File: config.mk
export PLATFORM = sky130hd
export DESIGN_NAME = fpps_mul
export DESIGN_NICKNAME = d
export VERILOG_FILES = /design/src/hdl/fpps_pkg.sv /design/src/hdl/fpps_mul.sv
export SDC_FILE = /design/constraint.sdc
export NUM_CORES = 1
export LEC_CHECK = 0
export ABC_AREA = 1
export BUFFER_PORTS_ARGS = -buffer_cell sky130_fd_sc_hd__buf_2
export CORE_MARGIN = 4
export CORE_UTILIZATION = 47
export CTS_BUF_LIST = sky130_fd_sc_hd__clkbuf_8
export DETAILED_ROUTE_END_ITERATION = 7
export SLEW_MARGIN = 20
export SYNTH_ARGS = -nofsm -noshare
export SYNTH_HDL_FRONTEND = slang
export SYNTH_SLANG_ARGS = --single-unit
File: constraint.sdc
create_clock -name clk -period 5.55 [get_ports clk]
set_input_delay 0.2775 -clock clk [delete_from_list [all_inputs] [get_ports clk]]
set_output_delay 0.2775 -clock clk [all_outputs]
set_load 0.1 [all_outputs]
File: src/hdl/fpps_pkg.sv
`timescale 1ns / 1ps
// fpps_pkg: shared types and constants for the fitness proportionate parent select core.
// No dependencies; used by fpps_mul, fpps_seq and the top level in hdl/.

package fpps_pkg;

  // default group storage depth
  localparam int DEF_MAX_MEMBERS = 1024;

  // field widths
  localparam int WEIGHT_W   = 20;
  localparam int DRAW_W     = 32;
  localparam int SUM_W      = 30;
  localparam int IDX_OUT_W  = 10;
  localparam int CFG_ADDR_W = 8;
  localparam int CFG_DATA_W = 11;

  // shared multiplier: draw times one 15-bit slice of the 30-bit scale
  localparam int MUL_B_W = SUM_W / 2;
  localparam int PROD_W  = DRAW_W + MUL_B_W;
  localparam int ACC_W   = DRAW_W + SUM_W;

  localparam logic [SUM_W-1:0] SUM_MAX = {SUM_W{1'b1}};

  // register indexes on the configuration channel
  localparam logic [CFG_ADDR_W-1:0] REG_TWO_SEXES  = 8'd0;
  localparam logic [CFG_ADDR_W-1:0] REG_FIRST_MALE = 8'd1;
  localparam logic [CFG_ADDR_W-1:0] REG_GROUP_SIZE = 8'd2;
  localparam logic [CFG_ADDR_W-1:0] REG_FITNESS    = 8'd3;

  // reset values of the configuration registers
  localparam logic [CFG_DATA_W-1:0] RST_FIRST_MALE = 11'd512;
  localparam logic [CFG_DATA_W-1:0] RST_GROUP_SIZE = 11'd1024;

  // func codes
  localparam logic FUNC_LOAD   = 1'b0;
  localparam logic FUNC_SELECT = 1'b1;

  typedef enum logic [3:0] {
    ST_IDLE,
    ST_LOAD,
    ST_SETUP,
    ST_MUL_LO,
    ST_MUL_HI,
    ST_SUM,
    ST_SRCH,
    ST_CMP,
    ST_DONE
  } state_t;

  typedef struct packed {
    logic                  two_sexes;
    logic [CFG_DATA_W-1:0] first_male;
    logic [CFG_DATA_W-1:0] group_size;
    logic                  fitness;
  } cfg_t;

  typedef struct packed {
    logic [IDX_OUT_W-1:0] pick_index;
    logic                 empty_range;
  } result_t;

endpackage

File: src/hdl/fpps_mul.sv
`timescale 1ns / 1ps
// fpps_mul: shared 32 x 15 unsigned multiplier with registered product.
// Depends on fpps_pkg for widths.

module fpps_mul (
  input  logic                          clk,
  input  logic [fpps_pkg::DRAW_W-1:0]   a,
  input  logic [fpps_pkg::MUL_B_W-1:0]  b,
  output logic [fpps_pkg::PROD_W-1:0]   p
);

  always_ff @(posedge clk) begin
    p <= fpps_pkg::PROD_W'(a) * fpps_pkg::PROD_W'(b);
  end

endmodule

==> results.md, run 1 <==
* Mapped Cells at 2,465
* Most used DFF post-synth: dfxtp_1
* DP HPWL at 40,630 um
* Via count at 14,430
* Post-Syn Area at 17,750 um2
* Sequential Area at 940.9 um2
* Die area at 40,930 um2
* CP delay by family, top: adder cells
* Final wirelength at 46,690 um
* Clk sinks at 47
* CP Max Fanout at 25
* Quantity of I/O buffers inserted on ports at 94
* Arr. time, crit path at 5.51 ns
* Area Growth Syn to Fin at 9.779%
* Worst Setup SP: b[5]
* Starting Density at 0.4801
* DR WL/cell at 15.13 um
* Area leader, netlist: fa_1
* Pins Over Slew Limit at 0
* Mean area per synthesized cell at 7.199 um2
* First drt pass iteration count at 4
* RSZ-0062 raised after global routing: false
* Drt via density at 4.676
* Drt initial violations at 713
* Max Cap Viol at 0
* CTS Hold Bufs at 0
* All-Layer GR Usage at 0.2386
* Syn_nets at 3,012
* Largest net degree at the start of global routing at 33
* Netlist cell types at 26
* CTS Buffer Depth at 2
* Cell count of the worst hold path at 4
* CTS Buf Count at 5
* Crit-path cells: clkbuf_4 -> buf_4 -> nand2_1 -> inv_1 -> fa_1 -> inv_1 -> fa_1 -> inv_1 -> fa_1 -> fa_1 -> fa_1 -> inv_1 -> fa_1 -> inv_1 -> ha_1 -> nand2_1 -> nor2_1 -> nand2_1 -> nor2_1 -> nand3_1 -> nand4_1 -> nand2_1
* Final TNS setup at 0 ns
* EDFF count, synth at 0
* Regs by FF count: p: 47 flops
* Top cells by area, synth: fa_1 44%, inv_1 18%, nand2_1 17%
* Core ar. at 36,960 um2
* CP peak stage delay at 0.54 ns
* Worst slack, placed at -0.3165 ns
* Worst slew pin tran at 0.5047 ns
* End of the critical path: p[44]$_DFF_P_
* HP Class: input pin to flip-flop
* Fill cell count at 3,727
* Worst Setup Path Type: input pin to flip-flop
* Nets at 3,127
* First-pass GRT wire length at 79,600 um
* Max reg flops at 47
* Max H-tree Level at 2
* Cell with the most instances after synthesis: inv_1
* Residual DRC at 0
* Final hold slack at 0.3853 ns
* Status: completed
* Worst Path Required at 5.76 ns
* Synth warn at 0
* Vias in the first global route at 15,710
* Slew HR at 0.6658
* Largest Register: p
* Crit. End Element: flip-flop
* Cell Rows at 70
* Slowest cell on the critical path: fa_1
* Final core utilization at 0.5271
* Routability congestion estimate at 0.9356
* Die Y at 202.3 um
* Final worst slack at 0.2426 ns
* Final worst path period share at 0.9563
* CP Depth at 22
* TritonCTS clock tree: yes
* Share of cells above drive strength 1 at 0.09647
* Clock transition at path regs at 0.10 ns
* Post-synth top cells: 831 x inv_1, 792 x nand2_1, 388 x fa_1
* Register area share after synthesis at 0.05302
* Yosys reg bits at 47
* ANT nets after route at 0
* Ports at 95
* Fin. Hold Viols at 0
* Share of the synthesized area in the top cell type at 0.4377
* Final setup fails at 0
* Fin crit period at 5.307 ns
* Initial antenna violation count at 1
* Postcts setup bufs at 0
* Buf/Inv on CP at 7
* Crit-path most repeated cell: fa_1
* Area of the multi-input gates at 13,390 um2
* Root Driver: clkbuf_8
* Worst setup SP type: input pin
* Fmax at 0.1884 GHz
* Die X at 202.3 um
* Grt total ovfl at 0
* Post-synth ARST share at 0
-- area by class of cell --
type                    instances  share of cell area
multi-input cells            1504              0.6873
inverters                     837              0.1613
clock inverters                 3            0.002248
diodes                          1           0.0001285
flip-flops and latches         47             0.04830
well taps                     504             0.03237
clock buffers                   5            0.003532
repair buffers                185             0.06480
-- logic make-up after synthesis --
kind of cell | after synthesis | share of synthesized area
xor+xnor | 28 | 0.01382
fa+ha+maj | 499 | 0.5160
compound gates | 41 | 0.01262
buf+inv | 914 | 0.1933
flops | 47 | 0.05302
simple gates | 936 | 0.2112
-- placed cells by master, fill, tap and decap left out, types with 17 or more instances in the layout --
master / synthesis / routed
nand3_1: 28 / 28
inv_1: 831 / 831
nand2_2: 17 / 17
buf_2: 0 / 87
dfxtp_1: 47 / 47
nor2_1: 58 / 56
buf_4: 0 / 85
xor2_1: 20 / 20
nand2_1: 792 / 792
a21oi_1: 29 / 28
ha_1: 111 / 110
fa_1: 388 / 388
-- per-layer routing --
layer	wire [um]	GRT usage	up-vias
li1	-	-	6945
met1	19350	0.3014	7057
met2	24160	0.4440	354
met3	1988	0.02005	73
met4	1183	0.05650	0
met5	0	0	-
-- per-stage QoR --
step           instance area [um2]  std cells
5_1_grt                      19480       3086
4_1_cts                      19440       3085
2_1_floorplan                17750       2465
3_5_place_dp                 19330       3077
3_3_place_gp                 19330       3077
6_report                     19480       3086
-- how the worst min path moves through the flow --
stage	start	endpoint	slack (ns)
floorplan	a[0]	p[0]$_DFF_P_	0.38
global placement	a[0]	p[0]$_DFF_P_	0.72
detailed placement	a[0]	p[0]$_DFF_P_	0.73
CTS	a[0]	p[0]$_DFF_P_	0.38
global route	a[0]	p[0]$_DFF_P_	0.41
finish	a[0]	p[0]$_DFF_P_	0.39
-- what timing repair did --
item,in CTS,in global routing
gates resized for setup,1,13
gates cloned,0,0
hold endpoints to repair,0,0
endpoints found under the setup margin,1,12
Power of run 1 is not shown: default switching activity piles up to over one toggle a cycle in this logic, so the estimate is an artifact.
==> run 2, diff against run 1 <==
==> constraint.sdc (replaced) <==
create_clock -name clk -period 6.44 [get_ports clk]
set_input_delay 0.322 -clock clk [delete_from_list [all_inputs] [get_ports clk]]
set_output_delay 0.322 -clock clk [all_outputs]
set_load 0.1 [all_outputs]
==> results.md, run 2 (synthesis results as in run 1) <==
* Fmax at 0.1781 GHz
* TritonCTS clock tree: yes
* CP delay by family, top: adder cells
* HP Class: input pin to flip-flop
* Drt via density at 4.734
* CTS Buffer Depth at 2
* Routability congestion estimate at 0.8557
* Grt total ovfl at 0
* Fin. Hold Viols at 0
* CP Max Fanout at 32
* Crit-path cells: buf_2 -> nand2_1 -> fa_1 -> inv_1 -> fa_1 -> fa_1 -> inv_1 -> fa_1 -> inv_1 -> fa_1 -> inv_1 -> fa_1 -> inv_1 -> ha_1 -> nand2_1 -> nor2_1 -> nand2_1 -> inv_1 -> nand2_1 -> nor2_1 -> nand2_1 -> nand4_1 -> nand2_1
* Regs by FF count: p: 47 flops
* CP Depth at 23
* Met2 Track Usage GR at 0.4430
* Final TNS setup at 0 ns
* Max reg flops at 47
* Clock transition at path regs at 0.11 ns
* Quantity of I/O buffers inserted on ports at 94
* Fin crit period at 5.615 ns
* Cell Rows at 70
* Max Cap Viol at 0
* Routing usage on met1 at 0.2971
* Buf/Inv on CP at 7
* Initial antenna violation count at 0
* Area Growth Syn to Fin at 5.500%
* Arr. time, crit path at 5.85 ns
* Slowest cell on the critical path: buf_2
* Most frequent cells in the layout: 831 x inv_1, 792 x nand2_1, 388 x fa_1
* Worst setup SP type: input pin
* Postcts setup bufs at 0
* Slew HR at 0.4300
* Worst Path Required at 6.67 ns
* Pins Over Slew Limit at 0
* Final worst path period share at 0.8719
* Ports at 95
* CTS Hold Bufs at 0
* Grt met3 use at 0.01877
* All-Layer GR Usage at 0.2391
* Starting Density at 0.4801
* DR WL/cell at 15.41 um
* Share of cells above drive strength 1 at 0.06523
* CP peak stage delay at 0.59 ns
* CTS Buf Count at 5
* First drt pass iteration count at 5
* Final setup fails at 0
* Resize count post-CTS at 0
* Status: completed
* Gr busiest metal: met2
* Core ar. at 36,960 um2
* DP HPWL at 38,720 um
* Root Driver: clkbuf_8
* Most common cell after layout, fill and taps aside: inv_1
* Drt initial violations at 713
* Max H-tree Level at 2
* Worst slew pin tran at 0.8549 ns
* First-pass GRT wire length at 79,390 um
* Via count at 14,220
* Residual DRC at 0
* Largest Register: p
* Worst Setup Path Type: input pin to flip-flop
* Largest net degree at the start of global routing at 33
* Die area at 40,930 um2
* Die Y at 202.3 um
* ANT nets after route at 0
* Cell count of the worst hold path at 3
* Crit. End Element: flip-flop
* Final wirelength at 46,260 um
* RSZ-0062 raised after global routing: false
* Nets at 3,045
* Ant. Diodes at 0
* Clk sinks at 47
* Die X at 202.3 um
* Vias in the first global route at 15,840
## run 2: final timing paths
path | end | slack [ns] | startpoint
min | p[0]$_DFF_P_ | 0.39 | a[0]
max | p[46]$_DFF_P_ | 0.83 | b[4]
## run 2: routing by layer
metal | share of wire | vias to the layer above
met5 | 0 | -
met4 | 0.035 | 0
met3 | 0.036 | 118
met2 | 0.52 | 329
met1 | 0.41 | 6999
li1 | - | 6771
## run 2: metrics by stage
| step | cell area, um2 | setup slack [ns] | hold WS (ns) | cells | utilization |
|---|---|---|---|---|---|
| after floorplan | 17750 | 1.344 | 0.4196 | 2465 | - |
| after CTS | 18720 | 0.8206 | 0.3781 | 3003 | 0.5065 |
| after detailed placement | 18630 | 0.5002 | 0.7236 | 2995 | 0.5039 |
| after global routing | 18720 | 0.4708 | 0.4009 | 3003 | 0.5065 |
| after global placement | 18630 | 0.5284 | 0.7247 | 2995 | 0.5039 |
| final | 18720 | 0.8252 | 0.3883 | 3003 | 0.5065 |
## run 2: worst min-delay path: stages
cell,delay [ns]
buf_2,0.21
nand2_1,0.10
inv_1,0.03
## run 2: area by class of cell
type                            count  area, um2
Clock buffer                        5      68.82
Clock inverter                      3      27.53
Fill cell                        3838      18240
Inverter                          837       3142
Multi-Input combinational cell   1504      13370
Sequential cell                    47      940.9
Tap cell                          504      630.6
Timing Repair Buffer              103      538.0
Power of run 2 is left out for the same reason.
