==> src/hdl/fpps_pkg.sv <==
`timescale 1ns / 1ps
// fpps_pkg: shared types and constants for the fitness proportionate parent select core.
// No dependencies; used by fpps_mul, fpps_seq and the top level in hdl/.

package fpps_pkg;

  // default group storage depth
  localparam int DEF_MAX_MEMBERS = 1024;

  // field widths
  localparam int WEIGHT_W   = 20;
  localparam int DRAW_W     = 32;
  localparam int SUM_W      = 30;
  localparam int IDX_OUT_W  = 10;
  localparam int CFG_ADDR_W = 8;
  localparam int CFG_DATA_W = 11;

  // shared multiplier: draw times one 15-bit slice of the 30-bit scale
  localparam int MUL_B_W = SUM_W / 2;
  localparam int PROD_W  = DRAW_W + MUL_B_W;
  localparam int ACC_W   = DRAW_W + SUM_W;

  localparam logic [SUM_W-1:0] SUM_MAX = {SUM_W{1'b1}};

  // register indexes on the configuration channel
  localparam logic [CFG_ADDR_W-1:0] REG_TWO_SEXES  = 8'd0;
  localparam logic [CFG_ADDR_W-1:0] REG_FIRST_MALE = 8'd1;
  localparam logic [CFG_ADDR_W-1:0] REG_GROUP_SIZE = 8'd2;
  localparam logic [CFG_ADDR_W-1:0] REG_FITNESS    = 8'd3;

  // reset values of the configuration registers
  localparam logic [CFG_DATA_W-1:0] RST_FIRST_MALE = 11'd512;
  localparam logic [CFG_DATA_W-1:0] RST_GROUP_SIZE = 11'd1024;

  // func codes
  localparam logic FUNC_LOAD   = 1'b0;
  localparam logic FUNC_SELECT = 1'b1;

  typedef enum logic [3:0] {
    ST_IDLE,
    ST_LOAD,
    ST_SETUP,
    ST_MUL_LO,
    ST_MUL_HI,
    ST_SUM,
    ST_SRCH,
    ST_CMP,
    ST_DONE
  } state_t;

  typedef struct packed {
    logic                  two_sexes;
    logic [CFG_DATA_W-1:0] first_male;
    logic [CFG_DATA_W-1:0] group_size;
    logic                  fitness;
  } cfg_t;

  typedef struct packed {
    logic [IDX_OUT_W-1:0] pick_index;
    logic                 empty_range;
  } result_t;

endpackage

==> src/hdl/fpps_seq.sv <==
`timescale 1ns / 1ps
// fpps_seq: sequencer for loads and selects; running sums, draw scaling, binary search.
// Depends on fpps_pkg; drives fpps_ram and fpps_mul from the top level.

module fpps_seq #(
  parameter int MAX_MEMBERS = fpps_pkg::DEF_MAX_MEMBERS,
  parameter int IDX_W       = $clog2(MAX_MEMBERS),
  parameter int CNT_W       = IDX_W + 1
) (
  input  logic                           clk,
  input  logic                           rst,
  input  fpps_pkg::cfg_t                 cfg,
  // item channel
  input  logic                           in_valid,
  output logic                           in_ready,
  input  logic                           in_func,
  input  logic [fpps_pkg::WEIGHT_W-1:0]  in_weight,
  input  logic                           in_restart,
  input  logic                           in_sex,
  input  logic [fpps_pkg::DRAW_W-1:0]    in_draw,
  // result
  input  logic                           out_free,
  output logic                           res_push,
  output fpps_pkg::result_t              res,
  // table
  output logic                           ram_we,
  output logic [IDX_W-1:0]               ram_waddr,
  output logic [fpps_pkg::SUM_W-1:0]     ram_wdata,
  output logic [IDX_W-1:0]               ram_raddr,
  input  logic [fpps_pkg::SUM_W-1:0]     ram_rdata,
  // shared multiplier
  output logic [fpps_pkg::DRAW_W-1:0]    mul_a,
  output logic [fpps_pkg::MUL_B_W-1:0]   mul_b,
  input  logic [fpps_pkg::PROD_W-1:0]    mul_p
);

  fpps_pkg::state_t state, state_next;

  // latched item
  logic                          func;
  logic [fpps_pkg::WEIGHT_W-1:0] weight;
  logic                          restart;
  logic                          sex;
  logic [fpps_pkg::DRAW_W-1:0]   draw;

  // running state
  logic [fpps_pkg::SUM_W-1:0] female_total;
  logic [fpps_pkg::SUM_W-1:0] male_total;
  logic [CNT_W-1:0]           load_count;

  // select datapath
  logic [CNT_W-1:0]           lo, hi, a, b, mid, idx;
  logic [fpps_pkg::SUM_W-1:0] scale;
  logic                       empty;
  logic [fpps_pkg::PROD_W-1:0] prod_lo;
  logic [fpps_pkg::SUM_W-1:0] target;

  // effective group bounds
  logic [CNT_W-1:0] n_eff, fm_eff;

  always_comb begin
    n_eff = (32'(cfg.group_size) > MAX_MEMBERS) ? CNT_W'(MAX_MEMBERS)
                                                : CNT_W'(cfg.group_size);
    fm_eff = (32'(cfg.first_male) > 32'(n_eff)) ? n_eff : CNT_W'(cfg.first_male);
  end

  // load path
  logic [CNT_W-1:0]           ld_idx;
  logic                       ld_male, ld_take;
  logic [fpps_pkg::SUM_W-1:0] ld_base, ld_sum;
  logic [fpps_pkg::SUM_W:0]   ld_raw;

  always_comb begin
    ld_idx  = restart ? '0 : load_count;
    ld_take = ld_idx < n_eff;
    ld_male = cfg.two_sexes && (ld_idx >= fm_eff);
    if (restart) begin
      ld_base = '0;
    end else if (ld_male) begin
      ld_base = male_total;
    end else begin
      ld_base = female_total;
    end
    ld_raw = {1'b0, ld_base} + (fpps_pkg::SUM_W + 1)'(weight);
    ld_sum = ld_raw[fpps_pkg::SUM_W] ? fpps_pkg::SUM_MAX : ld_raw[fpps_pkg::SUM_W-1:0];
  end

  // select setup values
  logic [CNT_W-1:0]           sel_lo, sel_hi;
  logic [fpps_pkg::SUM_W-1:0] sel_total;
  logic                       sel_empty;

  always_comb begin
    if (cfg.two_sexes && sex) begin
      sel_lo = fm_eff;
      sel_hi = n_eff;
      sel_total = male_total;
    end else if (cfg.two_sexes) begin
      sel_lo = '0;
      sel_hi = fm_eff;
      sel_total = female_total;
    end else begin
      sel_lo = '0;
      sel_hi = n_eff;
      sel_total = female_total;
    end
    sel_empty = (sel_hi <= sel_lo) || (cfg.fitness && (sel_total == '0));
  end

  // (draw * scale) >> 32 from the two partial products
  logic [fpps_pkg::ACC_W-1:0] acc;

  always_comb begin
    acc = fpps_pkg::ACC_W'(prod_lo) + {mul_p, {fpps_pkg::MUL_B_W{1'b0}}};
  end

  always_comb begin
    mid = a + ((b - a) >> 1);
  end

  // next state
  always_comb begin
    state_next = state;
    unique case (state)
      fpps_pkg::ST_IDLE: begin
        if (in_valid) begin
          state_next = (in_func == fpps_pkg::FUNC_LOAD) ? fpps_pkg::ST_LOAD
                                                         : fpps_pkg::ST_SETUP;
        end
      end
      fpps_pkg::ST_LOAD:   state_next = fpps_pkg::ST_IDLE;
      fpps_pkg::ST_SETUP:  state_next = sel_empty ? fpps_pkg::ST_DONE : fpps_pkg::ST_MUL_LO;
      fpps_pkg::ST_MUL_LO: state_next = fpps_pkg::ST_MUL_HI;
      fpps_pkg::ST_MUL_HI: state_next = fpps_pkg::ST_SUM;
      fpps_pkg::ST_SUM:    state_next = cfg.fitness ? fpps_pkg::ST_SRCH : fpps_pkg::ST_DONE;
      fpps_pkg::ST_SRCH:   state_next = (a < b) ? fpps_pkg::ST_CMP : fpps_pkg::ST_DONE;
      fpps_pkg::ST_CMP:    state_next = fpps_pkg::ST_SRCH;
      fpps_pkg::ST_DONE:   state_next = out_free ? fpps_pkg::ST_IDLE : fpps_pkg::ST_DONE;
      default:             state_next = fpps_pkg::ST_IDLE;
    endcase
  end

  // outputs
  always_comb begin
    in_ready  = 1'b0;
    res_push  = 1'b0;
    ram_we    = 1'b0;
    mul_b     = scale[fpps_pkg::MUL_B_W-1:0];
    unique case (state)
      fpps_pkg::ST_IDLE:   in_ready = 1'b1;
      fpps_pkg::ST_LOAD:   ram_we = ld_take;
      fpps_pkg::ST_MUL_HI: mul_b = scale[fpps_pkg::SUM_W-1:fpps_pkg::MUL_B_W];
      fpps_pkg::ST_DONE:   res_push = out_free;
      default: ;
    endcase
  end

  assign mul_a     = draw;
  assign ram_waddr = ld_idx[IDX_W-1:0];
  assign ram_wdata = ld_sum;
  assign ram_raddr = mid[IDX_W-1:0];
  assign res.pick_index  = empty ? '0 : fpps_pkg::IDX_OUT_W'(idx);
  assign res.empty_range = empty;

  always_ff @(posedge clk) begin
    if (rst) begin
      state <= fpps_pkg::ST_IDLE;
    end else begin
      state <= state_next;
    end
  end

  // running sums and load count; restart clears the sum that the load does not take
  always_ff @(posedge clk) begin
    if (rst) begin
      female_total <= '0;
      male_total   <= '0;
      load_count   <= '0;
    end else if (state == fpps_pkg::ST_LOAD) begin
      if (ld_take) begin
        if (ld_male) begin
          male_total <= ld_sum;
          if (restart) begin
            female_total <= '0;
          end
        end else begin
          female_total <= ld_sum;
          if (restart) begin
            male_total <= '0;
          end
        end
        load_count <= ld_idx + 1'b1;
      end else if (restart) begin
        female_total <= '0;
        male_total   <= '0;
        load_count   <= '0;
      end
    end
  end

  // payload
  always_ff @(posedge clk) begin
    unique case (state)
      fpps_pkg::ST_IDLE: begin
        if (in_valid) begin
          func    <= in_func;
          weight  <= in_weight;
          restart <= in_restart;
          sex     <= in_sex;
          draw    <= in_draw;
        end
      end
      fpps_pkg::ST_SETUP: begin
        lo    <= sel_lo;
        hi    <= sel_hi;
        empty <= sel_empty;
        scale <= cfg.fitness ? sel_total : fpps_pkg::SUM_W'(sel_hi - sel_lo);
      end
      fpps_pkg::ST_MUL_HI: prod_lo <= mul_p;
      fpps_pkg::ST_SUM: begin
        target <= acc[fpps_pkg::ACC_W-1:fpps_pkg::DRAW_W];
        idx    <= lo + CNT_W'(acc[fpps_pkg::ACC_W-1:fpps_pkg::DRAW_W]);
        a      <= lo;
        b      <= hi;
      end
      fpps_pkg::ST_SRCH: begin
        if (a >= b) begin
          idx <= (a >= hi) ? hi - 1'b1 : a;
        end
      end
      fpps_pkg::ST_CMP: begin
        if (func == fpps_pkg::FUNC_SELECT && ram_rdata > target) begin
          b <= mid;
        end else begin
          a <= mid + 1'b1;
        end
      end
      default: ;
    endcase
  end

endmodule

==> config.mk <==
export PLATFORM = sky130hd
export DESIGN_NAME = fpps_seq
export DESIGN_NICKNAME = d
export VERILOG_FILES = /design/src/hdl/fpps_pkg.sv /design/src/hdl/fpps_seq.sv
export SDC_FILE = /design/constraint.sdc
export NUM_CORES = 1
export LEC_CHECK = 0
export BUFFER_PORTS_ARGS = -buffer_cell sky130_fd_sc_hd__buf_2
export CORE_MARGIN = 3
export CORE_UTILIZATION = 53
export CTS_CLUSTER_DIAMETER = 40
export DETAILED_ROUTE_END_ITERATION = 12
export GPL_ROUTABILITY_DRIVEN = 1
export HOLD_SLACK_MARGIN = 0.08
export PLACE_DENSITY = 0.78
export SYNTH_ARGS = -nofsm -noshare
export SYNTH_HDL_FRONTEND = slang
export SYNTH_SLANG_ARGS = --single-unit
==> constraint.sdc <==
create_clock -name clk -period 9.6 [get_ports clk]
set_input_delay 1.92 -clock clk [delete_from_list [all_inputs] [get_ports clk]]
set_output_delay 1.92 -clock clk [all_outputs]
set_load 0.005 [all_outputs]
==> results of run 1 <==
-- routing by layer --
metal	wire length, um	global-route usage (%)
met5	11	0
met4	1570	9.22
met3	4450	4.81
met2	26200	48.0
met1	21300	35.1
-- state kept, by name, indices dropped and copies added (netlist names), 4 cells and up --
register      flops
lo               11
hi               11
b                11
idx              10
scale            30
prod_lo          32
male_total       30
female_total     30
mul_a            32
weight           20
target           30
a                11
load_count       11
state             4
-- stage by stage --
stage                     instances  instance area (sq um)  power, mW  setup WS [ns]
after detailed placement       2650                  21000       1.95         -0.261
after global placement         2650                  21000       1.94        -0.0237
after CTS                      2752                  22900       3.70        -0.0978
after floorplan                1889                  18500       1.73        0.00656
after global routing           2767                  23300       3.85         -0.247
final                          2768                  23300       3.72         0.0669
-- kinds of logic after synthesis --
kind of cell,count (synthesis),synth area share (%)
buffers and inverters,182,4.06
adders and majority gates,173,11.9
AOI/OAI and AO/OA,406,15.2
and+or+nand+nor,639,16.6
xor gates and xnor gates,95,4.58
muxes,117,6.70
DFF,277,41.0
-- power by group through the flow --
| stage | combinational, mW | clock [mW] | sequential (mW) |
|---|---|---|---|
| global placement | 0.543 | 0 | 1.40 |
| finish | 0.604 | 1.74 | 1.37 |
| CTS | 0.576 | 1.75 | 1.37 |
| global route | 0.663 | 1.81 | 1.38 |
| floorplan | 0.344 | 0 | 1.39 |
| detailed placement | 0.557 | 0 | 1.40 |
-- how the worst min path moves through the flow --
stage | from | to | slack, ns | cells after the start
after detailed placement | female_total[18] | female_total[18] | 0.50 | 2
after global placement | male_total[18] | male_total[18] | 0.48 | 2
after floorplan | female_total[10] | female_total[10] | 0.46 | 2
after global routing | male_total[18] | male_total[18] | 0.54 | 2
final | load_count[1] | load_count[1] | 0.52 | 2
after CTS | female_total[15] | female_total[15] | 0.51 | 2
-- layout make-up --
cell class,count,area (sq um),share of cell area [%]
well taps,448,561,2.41
diodes,1,2.50,0.0107
multi-input cells,1431,10500,45.2
flip-flops and latches,277,7570,32.5
repair buffers,412,2550,11.0
inverters,111,417,1.79
clock buffers,57,1320,5.66
clock inverters,31,338,1.45
-- timing repair --
action	4_1_cts	5_1_grt
cloned	2	0
setup buffers	12	15
resized for setup	35	68
endpoints found under the setup margin	30	30
pin swaps	23	41
-- worst max-delay path, delay by kind of cell --
kind            cells  cell delay (ns)
mux                 2             0.40
simple gates        5             0.55
buf+inv             7             0.84
fa+ha+maj           3             0.89
compound gates     16             3.01
-- layout by cell type, fill, tap and decap left out, drive strengths merged, types with 6 or more instances in the layout --
cell type | netlist | layout
nand2b | 27 | 27
nor2 | 121 | 121
ha | 168 | 168
nand3 | 67 | 67
dfxtp | 75 | 75
o21a | 18 | 18
nor3 | 37 | 37
nor2b | 43 | 43
o211ai | 22 | 22
buf | 29 | 412
and3 | 25 | 25
nor4 | 16 | 16
a21o | 29 | 29
a22o | 41 | 41
mux2i | 72 | 72
a21oi | 87 | 87
a31oi | 20 | 20
xnor2 | 68 | 68
xor2 | 26 | 26
a211oi | 14 | 14
clkbuf | 42 | 57
clkinv | 0 | 11
and2 | 11 | 11
a211o | 8 | 8
nand2 | 221 | 221
a21boi | 6 | 6
mux2 | 45 | 45
or2 | 10 | 10
inv | 111 | 124
nand4 | 41 | 42
edfxtp | 202 | 202
o21bai | 16 | 16
o21ai | 89 | 89
==> results.py, run 1 <==
metrics = {
    "status": {
        "outcome": "completed",
    },
    "timing": {
        "tns_ns": 0,
        "fin_skew_ns": 0.0306,
        "timing.final.crit_share_pct": 99.3,
        "relSlewSlack_pct": 12.0,
        "setup_viol": 0,
        "slew_viol_final": 0,
        "fmax_ghz": 0.105,
        "tightest_slew_ns": 1.32,
        "post-route-min-period_ns": 9.53,
        "hold_viol": 0,
        "holdWs_ns": 0.518,
        "rsz0062_at_grt": "true",
    },
    "power_and_ir_drop": {
        "combPwrFrac_pct": 16.3,
        "cellInternalPower_mw": 2.72,
        "seq_power_share_pct": 37.0,
        "p_sw_uw": 997,
        "peakVddDrop_v": 0.000168,
        "swShare_pct": 26.8,
        "leakage_nw": 10.2,
        "clkPwrFrac_pct": 46.7,
        "p_per_area_nw_per_um2": 159,
    },
    "floorplanning": {
        "die_h_um": 193,
        "dieArea_sq_um": 37100,
        "ios": 271,
        "start_util_pct": 54.4,
        "rows": 67,
        "core_sq_um": 34000,
        "die_x_um": 193,
    },
    "synth": {
        "synthesis.nets": 2222,
        "synth-seq-cells": 277,
        "synth_edf_count": 202,
        "yosysTopAreaCell": "edfxtp_1",
        "synth_ff_type": "edfxtp_1",
        "synth-seq-area-share_pct": 41.0,
        "yosysWarnings": 0,
        "synthDominantCellAreaShare_pct": 32.8,
        "synth.distinct_cells": 85,
        "syn_area_per_cell_sq_um": 9.78,
        "syn_inst": 1889,
        "synth_area_leaders": "edfxtp_1, ha_1, dfxtp_1, nand2_1, mux2i_1",
        "synthTopCellsByCount": "nand2_1, edfxtp_1, ha_1",
        "synth_most_common_cell": "nand2_1",
        "async_reset_ff_share_pct": 0,
        "synth_area_sq_um": 18500,
    },
    "worst_setup_path": {
        "path_max_fanout": 7,
        "r2r_slack_ns": 4.30,
        "worst_setup_path_end_kind": "output pin",
        "crit_path_end": "ram_wdata[24]",
        "start_kind": "input port",
        "reg2reg_depth": 23,
        "cp.required_ns": 7.68,
        "cp_slowest_cell": "fa_2",
        "regToRegEndpoint": "female_total[14]",
        "critPathMaxStageDelay_ns": 0.41,
        "regToRegStartpoint": "restart",
        "cp.arrival_ns": 7.61,
        "path_class": "input port to output pin",
        "startpoint": "cfg[11]",
        "crit_top_cell": "o21a_1",
    },
    "job": {
        "cap_violations": 0,
    },
    "clock_tree": {
        "cts-root-buf": "clkbuf_16",
        "clkTransAtPathRegs_ns": 0.05,
        "htreeDepth": 2,
        "cts.sinks": 277,
        "max-clock-path-buffers": 3,
        "worstSkewPairLatency_ns": 0.57,
        "cts_tree": "yes",
        "ctsHoldBuffers": 0,
        "cts_buffers": 47,
    },
    "finish": {
        "syn_to_final_growth_pct": 26.1,
        "finish.utilization_pct": 68.6,
        "final_nets": 2613,
        "drive_gt1_share_pct": 27.1,
        "fillerInstances": 2576,
    },
    "route": {
        "drtIter0Drc": 1558,
        "wl_per_cell_um": 19.3,
        "dr.pass1.iters": 6,
        "route.detailed.drc": 0,
        "final_antenna_net_count": 0,
        "vias": 16300,
        "vias_per_cell": 5.89,
        "wirelength_mm": 53.5,
    },
    "global_route": {
        "grt_pass1_vias": 15900,
        "groute.usage.overall_pct": 27.7,
        "grt_first_pass_wirelength_mm": 82.1,
        "grt-ovfl-total": 0,
        "grt_max_degree": 56,
        "antenna_found_initial": 1,
    },
    "place": {
        "finalWeightedCongestion": 0.909,
        "dp_hpwl_mm": 39.6,
        "io_buffers": 270,
    },
    "hold_path": {
        "hold_path.class": "flip-flop to flip-flop",
    },
}
(Power assumes the default switching activity.)
==> run 2: changes to the inputs <==
--- a/config.mk
+++ b/config.mk
@@ -7,12 +7,12 @@
 export LEC_CHECK = 0
 export BUFFER_PORTS_ARGS = -buffer_cell sky130_fd_sc_hd__buf_2
 export CORE_MARGIN = 3
-export CORE_UTILIZATION = 53
+export CORE_UTILIZATION = 43
 export CTS_CLUSTER_DIAMETER = 40
 export DETAILED_ROUTE_END_ITERATION = 12
 export GPL_ROUTABILITY_DRIVEN = 1
 export HOLD_SLACK_MARGIN = 0.08
-export PLACE_DENSITY = 0.78
+export PLACE_DENSITY = 0.65
 export SYNTH_ARGS = -nofsm -noshare
 export SYNTH_HDL_FRONTEND = slang
 export SYNTH_SLANG_ARGS = --single-unit
==> results.py, run 2 (synthesized netlist as in run 1, its figures left out) <==
metrics = {
    "global_route": {
        "grt_max_degree": 56,
        "groute.usage.overall_pct": 23.0,
        "antenna_found_initial": 3,
        "grt_pass1_vias": 15700,
        "grt_first_pass_wirelength_mm": 83.1,
        "grt-ovfl-total": 0,
    },
    "worst_setup_path": {
        "reg2reg_depth": 22,
        "worst_setup_path_end_kind": "output pin",
        "r2r_slack_ns": 4.33,
        "crit_top_cell": "o21a_1",
        "critPathMaxStageDelay_ns": 0.37,
        "cp.depth": 33,
        "start_kind": "input port",
        "path_max_fanout": 7,
        "cp_slowest_cell": "fa_2",
        "regToRegEndpoint": "male_total[7]",
        "path_class": "input port to output pin",
        "crit_path_end": "ram_wdata[1]",
        "cp.required_ns": 7.68,
        "startpoint": "cfg[11]",
        "crit_buf_inv": 7,
        "cp.arrival_ns": 7.68,
        "regToRegStartpoint": "restart",
        "crit_family": "compound AO/OA/AOI/OAI gates",
    },
    "finish": {
        "final_nets": 2609,
        "fillerInstances": 3694,
        "syn_to_final_growth_pct": 27.5,
        "n_antenna_cell": 0,
        "most-common-layout-cells": "buf_2, nand2_1, edfxtp_1",
        "drive_gt1_share_pct": 27.8,
        "final_area_sq_um": 23600,
        "final_common_cell": "buf_2",
        "final_cell_count_no_fill": 2854,
    },
    "route": {
        "wl_per_cell_um": 18.9,
        "top_layer": "met5",
        "wl_met1_mm": 22.6,
        "vias": 15900,
        "wirelength_mm": 53.8,
        "wl_met3_mm": 3.38,
        "met2WireLength_mm": 26.2,
        "route.detailed.drc": 0,
        "vias_per_cell": 5.58,
        "final_antenna_net_count": 0,
        "drtIter0Drc": 1153,
        "dr.pass1.iters": 7,
    },
    "timing": {
        "hold_viol": 0,
        "post-route-min-period_ns": 9.60,
        "holdWs_ns": 0.510,
        "fmax_ghz": 0.104,
        "timing.final.crit_share_pct": 100,
        "rsz0062_at_grt": "true",
        "slew_viol_final": 0,
        "tightest_slew_ns": 1.17,
        "fin_skew_ns": 0.0261,
        "relSlewSlack_pct": 22.2,
        "setup_viol": 1,
        "setup_slack_ns": -0.000474,
    },
    "clock_tree": {
        "max-clock-path-buffers": 3,
        "clkTransAtPathRegs_ns": 0.05,
        "cts_buffers": 50,
        "cts_tree": "yes",
        "worstSkewPairLatency_ns": 0.57,
        "cts-root-buf": "clkbuf_16",
        "cts.sinks": 277,
        "htreeDepth": 2,
    },
    "place": {
        "dpl.cell_count": 2739,
        "dpl_cell_area_sq_um": 21100,
        "dp_hpwl_mm": 41.3,
        "finalWeightedCongestion": 0.875,
        "io_buffers": 270,
    },
    "floorplanning": {
        "rows": 75,
        "die_h_um": 213,
        "core_sq_um": 42200,
        "ios": 271,
        "dieArea_sq_um": 45500,
        "die_x_um": 213,
        "start_util_pct": 43.8,
    },
    "status": {
        "outcome": "finished with violations",
        "violations": "setup timing",
    },
    "power_and_ir_drop": {
        "peakVddDrop_v": 0.000154,
        "p_per_area_nw_per_um2": 157,
        "leakage_nw": 10.2,
    },
    "hold_path": {
        "hold_path.class": "flip-flop to flip-flop",
    },
    "job": {
        "cap_violations": 0,
    },
}
[run 2: what timing repair did]
item                       CTS  global route
pin swaps                   25            57
setup buffers                9            15
gates cloned                 0             1
hold buffers                 0             0
gates resized for setup     47            86
setup endpoints to repair   30            30
[run 2: routing by layer]
metal	vias up	global-route usage [%]
li1	7752	-
met1	7520	29.4
met2	553	39.4
met3	106	4.26
met4	2	7.54
met5	-	0
[run 2: how the worst min path moves through the flow]
stage / start / endpoint / slack, ns / cells past startpoint
floorplan: female_total[10] / female_total[10] / 0.46 / 2
global placement: male_total[18] / male_total[18] / 0.48 / 2
detailed placement: male_total[15] / male_total[15] / 0.50 / 2
CTS: female_total[10] / female_total[10] / 0.51 / 2
global route: male_total[15] / male_total[15] / 0.54 / 2
finish: female_total[18] / female_total[18] / 0.51 / 2
[run 2: metrics by stage]
| stage | setup TNS [ns] | power (mW) | worst slack, ns | utilization [%] |
|---|---|---|---|---|
| after global routing | -5.75 | 3.84 | -0.228 | 55.8 |
| after detailed placement | -1.26 | 1.96 | -0.187 | 49.9 |
| after global placement | -0.0363 | 1.94 | -0.0151 | 49.9 |
| after CTS | -0.168 | 3.68 | -0.0616 | 54.4 |
| final | -0.000474 | 3.69 | -0.000474 | 55.8 |
| after floorplan | 0 | 1.73 | 0.00656 | - |
[run 2: layout make-up]
type                            instances  area [sq um]  area share, %
Clock buffer                           55          1300           5.52
Clock inverter                         36           329           1.40
Inverter                              111           417           1.77
Multi-Input combinational cell       1430         10700           45.5
Sequential cell                       277          7570           32.1
Tap cell                              539           674           2.86
Timing Repair Buffer                  406          2550           10.8
[run 2: where the power goes]
| group | internal [mW] | total [mW] | leakage (nW) | switching (mW) |
|---|---|---|---|---|
| clock network | 1.07 | 1.70 | 0.805 | 0.629 |
| registers | 1.35 | 1.38 | 2.47 | 0.0283 |
| logic | 0.277 | 0.616 | 6.92 | 0.339 |
[run 2: worst register-to-register path, cell delays in order (launching register included)]
cell      delay [ns]
edfxtp_1        0.66
nor2b_1         0.45
ha_1            0.32
a21o_1          0.19
a21oi_2         0.12
o21ai_1         0.09
a41o_1          0.24
buf_12          0.15
mux2i_1         0.16
nor2_1          0.06
ha_2            0.21
fa_2            0.37
a211oi_4        0.25
o311ai_4        0.14
a211oi_4        0.31
o21ai_2         0.13
a31o_1          0.29
and4_4          0.24
buf_12          0.15
a21o_1          0.16
buf_4           0.13
buf_4           0.14
a22o_1          0.20
